--- src/sv/tsbs_pkg.sv ---
// shared types and constants of the trial sequencer
`default_nettype none
package tsbs_pkg;

  // datapath word width of the running totals and scores
  localparam int DATA_W = 32;
  localparam logic [DATA_W-1:0] ALL_ONES = 32'hFFFF_FFFF;

  // configuration port
  localparam int CFG_IDX_W  = 4;
  localparam int CFG_DATA_W = 16;
  localparam logic [CFG_IDX_W-1:0] REG_WARMUP  = 4'd0;
  localparam logic [CFG_IDX_W-1:0] REG_MEASURE = 4'd1;
  localparam logic [CFG_DATA_W-1:0] WARMUP_RESET  = 16'd500;
  localparam logic [CFG_DATA_W-1:0] MEASURE_RESET = 16'd1000;

  // command codes, code 3 acts as poll
  localparam logic [1:0] CMD_POLL  = 2'd0;
  localparam logic [1:0] CMD_START = 2'd1;
  localparam logic [1:0] CMD_ABORT = 2'd2;

  // trial phase codes
  typedef enum logic [1:0] {
    PH_IDLE = 2'd0,
    PH_WARM = 2'd1,
    PH_MEAS = 2'd2
  } phase_t;

  // controller to datapath
  typedef struct packed {
    logic load_item;
    logic eval;
    logic div_start;
    logic commit;
  } ctrl_cmd_t;

  // datapath to controller
  typedef struct packed {
    logic need_div;
    logic div_done;
  } dp_stat_t;

endpackage
`default_nettype wire

--- src/sv/tsbs_div.sv ---
// restoring unsigned divider, one quotient bit per cycle
`default_nettype none
module tsbs_div (
  input  logic                         clk,
  input  logic                         rst,
  input  logic                         start,
  input  logic [tsbs_pkg::DATA_W-1:0]  dividend,
  input  logic [tsbs_pkg::DATA_W-1:0]  divisor,
  output logic                         done,
  output logic [tsbs_pkg::DATA_W-1:0]  quotient
);
  import tsbs_pkg::*;

  localparam int CNT_W = $clog2(DATA_W + 1);

  logic              busy;
  logic [DATA_W-1:0] rem;
  logic [DATA_W-1:0] quo;
  logic [DATA_W-1:0] dvs;
  logic [CNT_W-1:0]  cnt;
  logic [DATA_W:0]   trial;
  logic [DATA_W:0]   diff;
  logic              qbit;
  logic [DATA_W-1:0] rem_next;

  // one shift and trial subtract
  always_comb begin
    trial    = {rem, quo[DATA_W-1]};
    diff     = trial - {1'b0, dvs};
    qbit     = ~diff[DATA_W];
    rem_next = qbit ? diff[DATA_W-1:0] : trial[DATA_W-1:0];
  end

  // iteration control
  always_ff @(posedge clk) begin
    if (rst) begin
      busy <= 1'b0;
      done <= 1'b0;
    end else if (start) begin
      busy <= 1'b1;
      done <= 1'b0;
    end else if (busy && cnt == CNT_W'(1)) begin
      busy <= 1'b0;
      done <= 1'b1;
    end
  end

  // remainder and quotient shift register
  always_ff @(posedge clk) begin
    if (start) begin
      rem <= '0;
      quo <= dividend;
      dvs <= divisor;
      cnt <= CNT_W'(DATA_W);
    end else if (busy) begin
      rem <= rem_next;
      quo <= {quo[DATA_W-2:0], qbit};
      cnt <= cnt - CNT_W'(1);
    end
  end

  assign quotient = quo;

endmodule
`default_nettype wire

--- src/sv/tsbs_dp.sv ---
// datapath: item capture, window deltas, trial scoring and run state
`default_nettype none
module tsbs_dp #(
  parameter int MAX_CANDIDATES = 16
) (
  input  logic                           clk,
  input  logic                           rst,
  input  tsbs_pkg::ctrl_cmd_t            cmd,
  output tsbs_pkg::dp_stat_t             stat,
  // configuration
  input  logic                           cfg_we,
  input  logic [tsbs_pkg::CFG_IDX_W-1:0] cfg_index,
  input  logic [tsbs_pkg::CFG_DATA_W-1:0] cfg_data,
  // input item
  input  logic [1:0]                     command,
  input  logic [31:0]                    now_ms,
  input  logic [4:0]                     candidate_count,
  input  logic                           loaded,
  input  logic                           loading,
  input  logic                           patch_changed,
  input  logic                           playing,
  input  logic                           overrun_stop,
  input  logic                           auto_request,
  input  logic [31:0]                    total_ticks,
  input  logic [31:0]                    total_blocks,
  input  logic [31:0]                    total_overruns,
  // result item
  output logic                           apply_valid,
  output logic [3:0]                     apply_index,
  output logic                           copy_back,
  output logic                           silence,
  output logic [1:0]                     phase,
  output logic                           announce_done,
  output logic [3:0]                     best_index,
  output logic [31:0]                    best_overrun_score,
  output logic [31:0]                    best_ticks_score
);
  import tsbs_pkg::*;

  localparam int CNTW = $clog2(MAX_CANDIDATES + 1);
  localparam int IW   = $clog2(MAX_CANDIDATES);

  // configuration registers
  logic [CFG_DATA_W-1:0] warmup_window_ms;
  logic [CFG_DATA_W-1:0] measure_window_ms;

  // captured item
  logic [1:0]        cmd_q;
  logic [DATA_W-1:0] now_q;
  logic [4:0]        cnt_q;
  logic              loaded_q;
  logic              loading_q;
  logic              pchg_q;
  logic              playing_q;
  logic              ostop_q;
  logic              areq_q;
  logic [DATA_W-1:0] tt_q;
  logic [DATA_W-1:0] tb_q;
  logic [DATA_W-1:0] to_q;

  // evaluated deltas
  logic              warm_ok;
  logic              meas_ok;
  logic              blocks_zero;
  logic [DATA_W-1:0] ticks_d;
  logic [DATA_W-1:0] blocks_d;
  logic [DATA_W-1:0] ovr_d;

  // run state
  phase_t            trial_phase;
  logic [CNTW-1:0]   count_of_candidates;
  logic [CNTW-1:0]   current_trial;
  logic [IW-1:0]     best_trial;
  logic [DATA_W-1:0] best_overruns_kept;
  logic [DATA_W-1:0] best_ticks_kept;
  logic [DATA_W-1:0] window_start;
  logic [DATA_W-1:0] ticks_baseline;
  logic [DATA_W-1:0] blocks_baseline;
  logic [DATA_W-1:0] overruns_baseline;
  logic              auto_run;
  logic              overrun_latch;
  logic              silence_flag;

  // next run state
  phase_t            trial_phase_next;
  logic [CNTW-1:0]   count_of_candidates_next;
  logic [CNTW-1:0]   current_trial_next;
  logic [IW-1:0]     best_trial_next;
  logic [DATA_W-1:0] best_overruns_kept_next;
  logic [DATA_W-1:0] best_ticks_kept_next;
  logic [DATA_W-1:0] window_start_next;
  logic [DATA_W-1:0] ticks_baseline_next;
  logic [DATA_W-1:0] blocks_baseline_next;
  logic [DATA_W-1:0] overruns_baseline_next;
  logic              auto_run_next;
  logic              overrun_latch_next;
  logic              silence_flag_next;

  // result pulses
  logic              apply_valid_next;
  logic [IW-1:0]     apply_idx_next;
  logic              copy_next;
  logic              announce_next;
  logic [IW-1:0]     apply_idx;

  // helpers
  logic              running_ok;
  logic              do_start;
  logic              auto_path;
  logic              do_score;
  logic [DATA_W-1:0] score_avg;
  logic [DATA_W-1:0] score_ovr;
  logic [CNTW-1:0]   cnt_cl;
  logic [CNTW-1:0]   trial_inc;
  logic              better;
  logic              ann;
  logic              is_idle;

  // divider
  logic              div_done;
  logic [DATA_W-1:0] div_q;

  tsbs_div u_div (
    .clk      (clk),
    .rst      (rst),
    .start    (cmd.div_start),
    .dividend (ticks_d),
    .divisor  (blocks_d),
    .done     (div_done),
    .quotient (div_q)
  );

  // configuration writes, unknown indices dropped
  always_ff @(posedge clk) begin
    if (rst) begin
      warmup_window_ms  <= WARMUP_RESET;
      measure_window_ms <= MEASURE_RESET;
    end else if (cfg_we) begin
      if (cfg_index == REG_WARMUP) warmup_window_ms <= cfg_data;
      if (cfg_index == REG_MEASURE) measure_window_ms <= cfg_data;
    end
  end

  // item capture
  always_ff @(posedge clk) begin
    if (cmd.load_item) begin
      cmd_q     <= command;
      now_q     <= now_ms;
      cnt_q     <= candidate_count;
      loaded_q  <= loaded;
      loading_q <= loading;
      pchg_q    <= patch_changed;
      playing_q <= playing;
      ostop_q   <= overrun_stop;
      areq_q    <= auto_request;
      tt_q      <= total_ticks;
      tb_q      <= total_blocks;
      to_q      <= total_overruns;
    end
  end

  // window elapsed checks and counter deltas
  always_ff @(posedge clk) begin
    if (cmd.eval) begin
      warm_ok     <= (now_q - window_start) >= DATA_W'(warmup_window_ms);
      meas_ok     <= (now_q - window_start) >= DATA_W'(measure_window_ms);
      ticks_d     <= tt_q - ticks_baseline;
      blocks_d    <= tb_q - blocks_baseline;
      blocks_zero <= (tb_q == blocks_baseline);
      ovr_d       <= to_q - overruns_baseline;
    end
  end

  // path decode shared by the divider request and the commit
  always_comb begin
    is_idle    = (trial_phase == PH_IDLE);
    running_ok = (cmd_q != CMD_START) && (cmd_q != CMD_ABORT) && !is_idle &&
                 loaded_q && !loading_q && !pchg_q && playing_q;
    if (32'(cnt_q) > 32'(MAX_CANDIDATES)) cnt_cl = CNTW'(MAX_CANDIDATES);
    else                                  cnt_cl = CNTW'(cnt_q);
  end

  assign stat.need_div = running_ok && (trial_phase == PH_MEAS) && meas_ok && !blocks_zero;
  assign stat.div_done = div_done;

  // next state of the run for the captured item
  always_comb begin
    trial_phase_next         = trial_phase;
    count_of_candidates_next = count_of_candidates;
    current_trial_next       = current_trial;
    best_trial_next          = best_trial;
    best_overruns_kept_next  = best_overruns_kept;
    best_ticks_kept_next     = best_ticks_kept;
    window_start_next        = window_start;
    ticks_baseline_next      = ticks_baseline;
    blocks_baseline_next     = blocks_baseline;
    overruns_baseline_next   = overruns_baseline;
    auto_run_next            = auto_run;
    overrun_latch_next       = overrun_latch | ostop_q;
    silence_flag_next        = silence_flag;
    apply_valid_next         = 1'b0;
    apply_idx_next           = '0;
    copy_next                = 1'b0;
    announce_next            = 1'b0;
    do_start                 = 1'b0;
    auto_path                = 1'b0;
    do_score                 = 1'b0;
    score_avg                = ALL_ONES;
    score_ovr                = ALL_ONES;
    trial_inc                = current_trial + CNTW'(1);
    better                   = 1'b0;
    ann                      = 1'b0;

    // command dispatch
    priority if (cmd_q == CMD_START) begin
      do_start = is_idle && loaded_q && (cnt_cl != '0);
    end else if (cmd_q == CMD_ABORT) begin
      if (!is_idle) begin
        silence_flag_next = 1'b0;
        auto_run_next     = 1'b0;
        trial_phase_next  = PH_IDLE;
        if (loaded_q) begin
          apply_valid_next = 1'b1;
          apply_idx_next   = (best_overruns_kept == ALL_ONES) ? '0 : best_trial;
        end
        copy_next = 1'b1;
      end
    end else if (is_idle) begin
      if (areq_q) begin
        auto_path = 1'b1;
        do_start  = loaded_q && (cnt_cl != '0);
      end
    end else if (!loaded_q || loading_q || pchg_q) begin
      // patch lost
      silence_flag_next = 1'b0;
      auto_run_next     = 1'b0;
      trial_phase_next  = PH_IDLE;
    end else if (!playing_q) begin
      if (overrun_latch | ostop_q) begin
        // overload stop scores the worst value
        overrun_latch_next = 1'b0;
        do_score           = 1'b1;
      end else begin
        // user stop
        silence_flag_next = 1'b0;
        auto_run_next     = 1'b0;
        trial_phase_next  = PH_IDLE;
        copy_next         = 1'b1;
      end
    end else if (trial_phase == PH_WARM) begin
      if (warm_ok) begin
        ticks_baseline_next    = tt_q;
        blocks_baseline_next   = tb_q;
        overruns_baseline_next = to_q;
        window_start_next      = now_q;
        trial_phase_next       = PH_MEAS;
      end
    end else if (trial_phase == PH_MEAS) begin
      if (meas_ok) begin
        if (blocks_zero) begin
          window_start_next = now_q;
        end else begin
          do_score  = 1'b1;
          score_avg = div_q;
          score_ovr = ovr_d;
        end
      end
    end

    // start of a run
    if (do_start) begin
      count_of_candidates_next = cnt_cl;
      current_trial_next       = '0;
      best_trial_next          = '0;
      best_ticks_kept_next     = ALL_ONES;
      best_overruns_kept_next  = ALL_ONES;
      if (cnt_cl > CNTW'(1)) silence_flag_next = 1'b1;
      apply_valid_next   = 1'b1;
      apply_idx_next     = '0;
      overrun_latch_next = 1'b0;
      if (cnt_cl == CNTW'(1)) begin
        copy_next         = 1'b1;
        silence_flag_next = 1'b0;
        auto_run_next     = 1'b0;
        trial_phase_next  = PH_IDLE;
      end else begin
        window_start_next = now_q;
        trial_phase_next  = PH_WARM;
      end
    end
    if (auto_path) auto_run_next = (trial_phase_next != PH_IDLE);

    // scoring of a finished trial
    if (do_score) begin
      better = (score_ovr < best_overruns_kept) ||
               ((score_ovr == best_overruns_kept) && (score_avg < best_ticks_kept));
      if (better) begin
        best_overruns_kept_next = score_ovr;
        best_ticks_kept_next    = score_avg;
        best_trial_next         = current_trial[IW-1:0];
      end
      current_trial_next = trial_inc;
      if (trial_inc < count_of_candidates) begin
        apply_valid_next  = 1'b1;
        apply_idx_next    = trial_inc[IW-1:0];
        window_start_next = now_q;
        trial_phase_next  = PH_WARM;
      end else begin
        ann               = auto_run;
        silence_flag_next = 1'b0;
        auto_run_next     = 1'b0;
        trial_phase_next  = PH_IDLE;
        apply_valid_next  = 1'b1;
        apply_idx_next    = best_trial_next;
        copy_next         = 1'b1;
        announce_next     = ann;
      end
    end
  end

  // run state update at commit
  always_ff @(posedge clk) begin
    if (rst) begin
      trial_phase         <= PH_IDLE;
      count_of_candidates <= '0;
      current_trial       <= '0;
      best_trial          <= '0;
      best_overruns_kept  <= ALL_ONES;
      best_ticks_kept     <= ALL_ONES;
      window_start        <= '0;
      ticks_baseline      <= '0;
      blocks_baseline     <= '0;
      overruns_baseline   <= '0;
      auto_run            <= 1'b0;
      overrun_latch       <= 1'b0;
      silence_flag        <= 1'b0;
    end else if (cmd.commit) begin
      trial_phase         <= trial_phase_next;
      count_of_candidates <= count_of_candidates_next;
      current_trial       <= current_trial_next;
      best_trial          <= best_trial_next;
      best_overruns_kept  <= best_overruns_kept_next;
      best_ticks_kept     <= best_ticks_kept_next;
      window_start        <= window_start_next;
      ticks_baseline      <= ticks_baseline_next;
      blocks_baseline     <= blocks_baseline_next;
      overruns_baseline   <= overruns_baseline_next;
      auto_run            <= auto_run_next;
      overrun_latch       <= overrun_latch_next;
      silence_flag        <= silence_flag_next;
    end
  end

  // result pulse register
  always_ff @(posedge clk) begin
    if (cmd.commit) begin
      apply_valid   <= apply_valid_next;
      apply_idx     <= apply_idx_next;
      copy_back     <= copy_next;
      announce_done <= announce_next;
    end
  end

  // state only moves at commit, so it is shown directly
  assign apply_index        = 4'(apply_idx);
  assign silence            = silence_flag;
  assign phase              = trial_phase;
  assign best_index         = 4'(best_trial);
  assign best_overrun_score = best_overruns_kept;
  assign best_ticks_score   = best_ticks_kept;

endmodule
`default_nettype wire

--- src/sv/tsbs_ctrl.sv ---
// controller: sequences capture, evaluation, divide and commit of each transaction
`default_nettype none
module tsbs_ctrl (
  input  logic                clk,
  input  logic                rst,
  input  logic                in_valid,
  output logic                in_ready,
  output logic                out_valid,
  input  logic                out_ready,
  input  tsbs_pkg::dp_stat_t  stat,
  output tsbs_pkg::ctrl_cmd_t cmd
);
  import tsbs_pkg::*;

  typedef enum logic [2:0] {
    S_IDLE,
    S_EVAL,
    S_DECIDE,
    S_DIV,
    S_COMMIT
  } state_t;

  state_t state;
  logic   slot_free;

  assign slot_free = !out_valid || out_ready;
  assign in_ready  = (state == S_IDLE);

  // command decode
  always_comb begin
    cmd.load_item = (state == S_IDLE) && in_valid;
    cmd.eval      = (state == S_EVAL);
    cmd.div_start = (state == S_DECIDE) && stat.need_div;
    cmd.commit    = (state == S_COMMIT) && slot_free;
  end

  // state and output valid
  always_ff @(posedge clk) begin
    if (rst) begin
      state     <= S_IDLE;
      out_valid <= 1'b0;
    end else begin
      // result slot filled at commit, emptied when taken
      if (cmd.commit) out_valid <= 1'b1;
      else if (out_ready) out_valid <= 1'b0;
      unique case (state)
        S_IDLE: begin
          if (in_valid) state <= S_EVAL;
        end
        S_EVAL: begin
          state <= S_DECIDE;
        end
        S_DECIDE: begin
          state <= stat.need_div ? S_DIV : S_COMMIT;
        end
        S_DIV: begin
          if (stat.div_done) state <= S_COMMIT;
        end
        S_COMMIT: begin
          if (slot_free) state <= S_IDLE;
        end
        default: begin
          state <= S_IDLE;
        end
      endcase
    end
  end

endmodule
`default_nettype wire

--- src/sv/trial_sequencer_best_select.sv ---
// top level of the trial sequencer with best-candidate selection
`default_nettype none
// Each input transaction (start, poll or abort plus player status and running totals)
// gives exactly one result transaction. The result is registered at commit, which
// waits until the output register is free. When the transaction closes a measure
// window with blocks run, the average ticks per block first comes from a restoring
// divider that yields one quotient bit a cycle. Transactions are handled one at a
// time; the next one is accepted once the previous result sits in the output
// register, even if it has not been taken yet. Configuration writes are always
// accepted and should be issued only while no transaction is in flight.
module trial_sequencer_best_select #(
  parameter int MAX_CANDIDATES = 16
) (
  input  logic                            clk,
  input  logic                            rst,
  // configuration
  input  logic                            cfg_valid,
  output logic                            cfg_ready,
  input  logic [tsbs_pkg::CFG_IDX_W-1:0]  cfg_index,
  input  logic [tsbs_pkg::CFG_DATA_W-1:0] cfg_data,
  // input channel
  input  logic                            in_valid,
  output logic                            in_ready,
  input  logic [1:0]                      command,
  input  logic [31:0]                     now_ms,
  input  logic [4:0]                      candidate_count,
  input  logic                            loaded,
  input  logic                            loading,
  input  logic                            patch_changed,
  input  logic                            playing,
  input  logic                            overrun_stop,
  input  logic                            auto_request,
  input  logic [31:0]                     total_ticks,
  input  logic [31:0]                     total_blocks,
  input  logic [31:0]                     total_overruns,
  // output channel
  output logic                            out_valid,
  input  logic                            out_ready,
  output logic                            apply_valid,
  output logic [3:0]                      apply_index,
  output logic                            copy_back,
  output logic                            silence,
  output logic [1:0]                      phase,
  output logic                            announce_done,
  output logic [3:0]                      best_index,
  output logic [31:0]                     best_overrun_score,
  output logic [31:0]                     best_ticks_score
);
  import tsbs_pkg::*;

  ctrl_cmd_t cmd;
  dp_stat_t  stat;

  assign cfg_ready = 1'b1;

  tsbs_ctrl u_ctrl (
    .clk       (clk),
    .rst       (rst),
    .in_valid  (in_valid),
    .in_ready  (in_ready),
    .out_valid (out_valid),
    .out_ready (out_ready),
    .stat      (stat),
    .cmd       (cmd)
  );

  tsbs_dp #(
    .MAX_CANDIDATES (MAX_CANDIDATES)
  ) u_dp (
    .clk                (clk),
    .rst                (rst),
    .cmd                (cmd),
    .stat               (stat),
    .cfg_we             (cfg_valid && cfg_ready),
    .cfg_index          (cfg_index),
    .cfg_data           (cfg_data),
    .command            (command),
    .now_ms             (now_ms),
    .candidate_count    (candidate_count),
    .loaded             (loaded),
    .loading            (loading),
    .patch_changed      (patch_changed),
    .playing            (playing),
    .overrun_stop       (overrun_stop),
    .auto_request       (auto_request),
    .total_ticks        (total_ticks),
    .total_blocks       (total_blocks),
    .total_overruns     (total_overruns),
    .apply_valid        (apply_valid),
    .apply_index        (apply_index),
    .copy_back          (copy_back),
    .silence            (silence),
    .phase              (phase),
    .announce_done      (announce_done),
    .best_index         (best_index),
    .best_overrun_score (best_overrun_score),
    .best_ticks_score   (best_ticks_score)
  );

  // divider only started when a measure window is being scored
  a_div_start_needed: assert property (@(posedge clk) disable iff (rst)
    cmd.div_start |-> stat.need_div)
    else $error("divider started without a scored window");

  // no silence once the run is back to idle
  a_idle_not_silent: assert property (@(posedge clk) disable iff (rst)
    out_valid && (phase == PH_IDLE) |-> !silence)
    else $error("silence held while idle");

  // an announcement always comes with the final apply and copy-back
  a_announce_final: assert property (@(posedge clk) disable iff (rst)
    out_valid && announce_done |-> apply_valid && copy_back && (phase == PH_IDLE))
    else $error("announcement without final apply");

  // no transaction taken while a result is being committed
  a_commit_exclusive: assert property (@(posedge clk) disable iff (rst)
    cmd.commit |-> !in_ready)
    else $error("commit overlaps acceptance");

endmodule
`default_nettype wire
--- config.mk ---
export PLATFORM = sky130hd
export DESIGN_NAME = trial_sequencer_best_select
export DESIGN_NICKNAME = d
export VERILOG_FILES = /design/src/sv/tsbs_pkg.sv /design/src/sv/tsbs_div.sv /design/src/sv/tsbs_dp.sv /design/src/sv/tsbs_ctrl.sv /design/src/sv/trial_sequencer_best_select.sv
export SDC_FILE = /design/constraint.sdc
export NUM_CORES = 1
export LEC_CHECK = 0
export ABC_AREA = 1
export BUFFER_PORTS_ARGS = -buffer_cell sky130_fd_sc_hd__buf_2
export CORE_ASPECT_RATIO = 0.7
export CORE_UTILIZATION = 30
export DETAILED_ROUTE_END_ITERATION = 16
export PLACE_DENSITY = 0.57
export SLEW_MARGIN = 40
export SYNTH_ARGS = -nofsm -noshare
export SYNTH_HDL_FRONTEND = slang
export SYNTH_SLANG_ARGS = --single-unit
export TNS_END_PERCENT = 50
--- constraint.sdc ---
create_clock -name clk -period 10.9 [get_ports clk]
set_input_delay 1.09 -clock clk [delete_from_list [all_inputs] [get_ports clk]]
set_output_delay 1.09 -clock clk [all_outputs]
set_load 0.05 [all_outputs]
==> metrics.cfg <==
[yosys]
yosysWarnings = 0
synth.distinct_cells = 60
synth.cell_area_um2 = 33700
synth_ff_type = edfxtp_1
syn-num-nets = 4510
ys_ff_latch = 598
ys_seq_area_share_pct = 44.7
synth_edf_count = 311
avgSynthCellArea_um2 = 8.26
async_flop_share_pct = 0
syn_inst = 4079

[sta]
max_slew.worst_pin.slew_ns = 0.830
fin_ws_ns = 5.91
min_period_over_period_pct = 45.8
slew_violations = 0
rsz0062_at_grt = false
fin_worst_skew_ns = 0.0418
setup-violations-final = 0
max_freq_mhz = 200
hold_viol = 0
setup_tns_ns = 0
relSlewSlack_pct = 44.6
period_needed_ns = 4.99

[clock_tree]
cts_sinks = 598
cts.repair.resized = 0
cts-root-buf = clkbuf_16
clkLatencyLatePin_ns = 0.68
hold_buffers = 0
cts_buffers = 68
cts_tree = built
cts.clk_slew.worst_paths_ns = 0.07
htree_levels = 3
cts_max_path_buffers = 3
post_cts_buffers = 0

[setup_path]
crit_cells = 27
arrival_ns = 5.53
crit_path_max_incr_delay_ns = 0.75
crit_fanout = 69
reg2reg_slack_ns = 5.91
r2r_cells = 27
critPathSlowestCell = nand2_4
rr_endpoint = u_dp.best_overrun_score[29]
crit_path_end = u_dp.best_overrun_score[29]
startpoint = u_dp.cmd_q[1]
path_buf_inv = 7
required_ns = 11.44
crit_path_end_kind = flop
reg2reg_from = u_dp.cmd_q[1]
crit_top_cell = nand2_1
worstSetupPathType = reg2reg
critPathLaunchType = flop
critical-path-top-delay-family = simple AND/OR/NAND/NOR gates

[cells_and_area]
drive_above_1_share_pct = 10.4
instances_no_fill = 5807
nNetsFinal = 4726
multi_input_area_um2 = 15600
seq_area_um2 = 15100
final_util_pct = 34.9
n_fill_cell = 11500
syn_to_final_growth_pct = 15.1

[route]
drt_iter0_drc = 2168
dr.pass1.iters = 7
route.detailed.drc = 0
drtAntennaViolNets = 0
wl_per_cell_um = 16.3
finalWirelength_um = 94500
routed_via_density = 4.72
vias = 27400

[power]
leakagePower_nw = 16.5
power.density_nw_per_um2 = 182
irDropWorstVdd_mv = 0.217

[global_routing]
grt_overflow = 0
grt_max_degree = 111
track_usage_pct = 16.3
grt_pass1_wl_um = 146000
grt_pass1_vias = 25300
antenna_found_initial = 8

[placed_design]
hpwl_um = 70200
placed_cells = 5678
numPortBuffers = 245
pre_cts_slack_ns = 5.94
place_congestion = 0.879

[die]
num_rows = 102
dieWidth_um = 403
die_y_um = 282
io-pin-count = 247
core_area_um2 = 111000
initial_core_util_pct = 30.4
die-area_um2 = 114000

[status]
status = complete, no violations

[hold_path]
hold_path_class = reg2reg

[job]
drv_cap = 0

[how the worst min path moves through the flow]
stage / startpoint / end / slack [ns] / depth (start not counted)
6_report: u_dp.blocks_d[21] / u_dp.u_div.dvs[21] / 0.41 / 0
5_1_grt: u_dp.blocks_d[21] / u_dp.u_div.dvs[21] / 0.42 / 0
4_1_cts: u_dp.blocks_d[21] / u_dp.u_div.dvs[21] / 0.42 / 0
3_5_place_dp: u_dp.blocks_d[13] / u_dp.u_div.dvs[13] / 0.40 / 0
3_3_place_gp: u_dp.blocks_d[30] / u_dp.u_div.dvs[30] / 0.40 / 0
2_1_floorplan: u_dp.blocks_d[0] / u_dp.u_div.dvs[0] / 0.40 / 0
[through the flow]
step,power (mW),hold WS [ns],area [um2]
floorplan,4.22,0.400,33700
global placement,4.63,0.402,36400
detailed placement,4.66,0.405,36400
CTS,7.13,0.416,38700
global route,7.44,0.417,38800
finish,7.05,0.409,38800
[report_power, final]
group | internal [mW] | switching [mW] | total [mW] | leakage, nW
clock network | 1.41 | 1.02 | 2.43 | 1.12
registers | 2.66 | 0.125 | 2.79 | 5.22
logic | 0.544 | 1.29 | 1.83 | 10.2
[synthesized netlist by cell type (all sizes together) (2+ instances only)]
| master | n | area share (%) |
|---|---|---|
| o21a | 12 | 0.27 |
| xor2 | 87 | 2.3 |
| o2111ai | 5 | 0.13 |
| o221ai | 7 | 0.18 |
| o31ai | 3 | 0.067 |
| buf | 41 | 0.90 |
| nor4 | 15 | 0.28 |
| or2 | 4 | 0.074 |
| o211ai | 40 | 0.91 |
| nand3 | 167 | 2.5 |
| a211oi | 38 | 1.3 |
| fa | 5 | 0.30 |
| a221oi | 4 | 0.10 |
| nand2 | 808 | 9.1 |
| a21oi | 503 | 7.7 |
| a21o | 11 | 0.24 |
| and3 | 3 | 0.056 |
| dfxtp | 287 | 17 |
| a21boi | 13 | 0.31 |
| ha | 260 | 9.7 |
| nor2 | 290 | 3.3 |
| a31oi | 18 | 0.38 |
| nand3b | 10 | 0.22 |
| o21ai | 234 | 3.5 |
| edfxtp | 311 | 28 |
| xnor2 | 50 | 1.3 |
| o21bai | 19 | 0.42 |
| o22ai | 2 | 0.037 |
| inv | 665 | 7.4 |
| and2 | 4 | 0.074 |
| nor3 | 42 | 0.65 |
| nand4 | 34 | 0.63 |
| clkbuf | 80 | 0.89 |
[placed cells by master, fill, tap and decap left out, drive strengths merged, types with 11 or more instances in the layout]
cell type	count
ha	260
nor4	15
a21oi	503
a211oi	38
a21boi	13
edfxtp	311
inv	674
nor2	290
a31oi	18
o21a	12
nor3	42
clkinv	14
o21bai	19
o211ai	40
nand3	167
nand2	808
o21ai	234
dfxtp	287
nand4	34
a21o	11
xnor2	50
xor2	87
buf	267
clkbuf	91
[final cells by class]
cell class,count,area share (%)
inverter,665,6.44
clock inverter,33,1.20
tap,1456,4.70
sequential,598,38.9
multi-input combinational,2695,40.2
clock buffer,91,4.77
antenna,2,0.0129
timing repair buffer,267,3.81
[cell families (layout without fill, tap and decap cells)]
kind of cell             Yosys count  in the layout  synth area share (%)
flip-flops                       598            598                  44.7
other                              1              3                0.0111
buffers and inverters            786           1056                  9.19
AO/OA/AOI/OAI                    912            912                  15.6
AND/OR/NAND/NOR                 1380           1380                  17.0
XOR/XNOR                         137            137                  3.56
adder cells (fa/ha/maj)          265            265                  9.95
[flip-flops by register name, summed over array words and instances, names as in the netlist, 5 cells and up]
signal                    count
u_dp.best_overrun_score      32
u_dp.best_ticks_score        32
u_dp.blocks_baseline         32
u_dp.blocks_d                32
u_dp.cnt_q                    5
u_dp.count_of_candidates      5
u_dp.current_trial            5
u_dp.measure_window_ms       16
u_dp.now_q                   32
u_dp.overruns_baseline       32
u_dp.ovr_d                   32
u_dp.tb_q                    32
u_dp.ticks_baseline          32
u_dp.ticks_d                 32
u_dp.to_q                    32
u_dp.tt_q                    32
u_dp.u_div.cnt                6
u_dp.u_div.dvs               32
u_dp.u_div.quotient          32
u_dp.u_div.rem               32
u_dp.warmup_window_ms        16
u_dp.window_start            32
[worst register-to-register path: cells and delay by family, from the launching register on]
kind            cells  cell delay [ns]
fa+ha+maj           2             0.48
flops               1             0.39
compound gates      2             0.38
simple gates       16             2.91
buf+inv             7             0.73
[routing by layer]
metal  track usage, %  vias to the layer above  wire length, um
met5                0                        -               22
met4             4.17                        4             2150
met3             4.29                      122             6730
met2             23.1                      694            37800
met1             24.1                    12600            47800
li1                 -                    14000                -
Note: power is estimated with default switching activity, not from simulation.
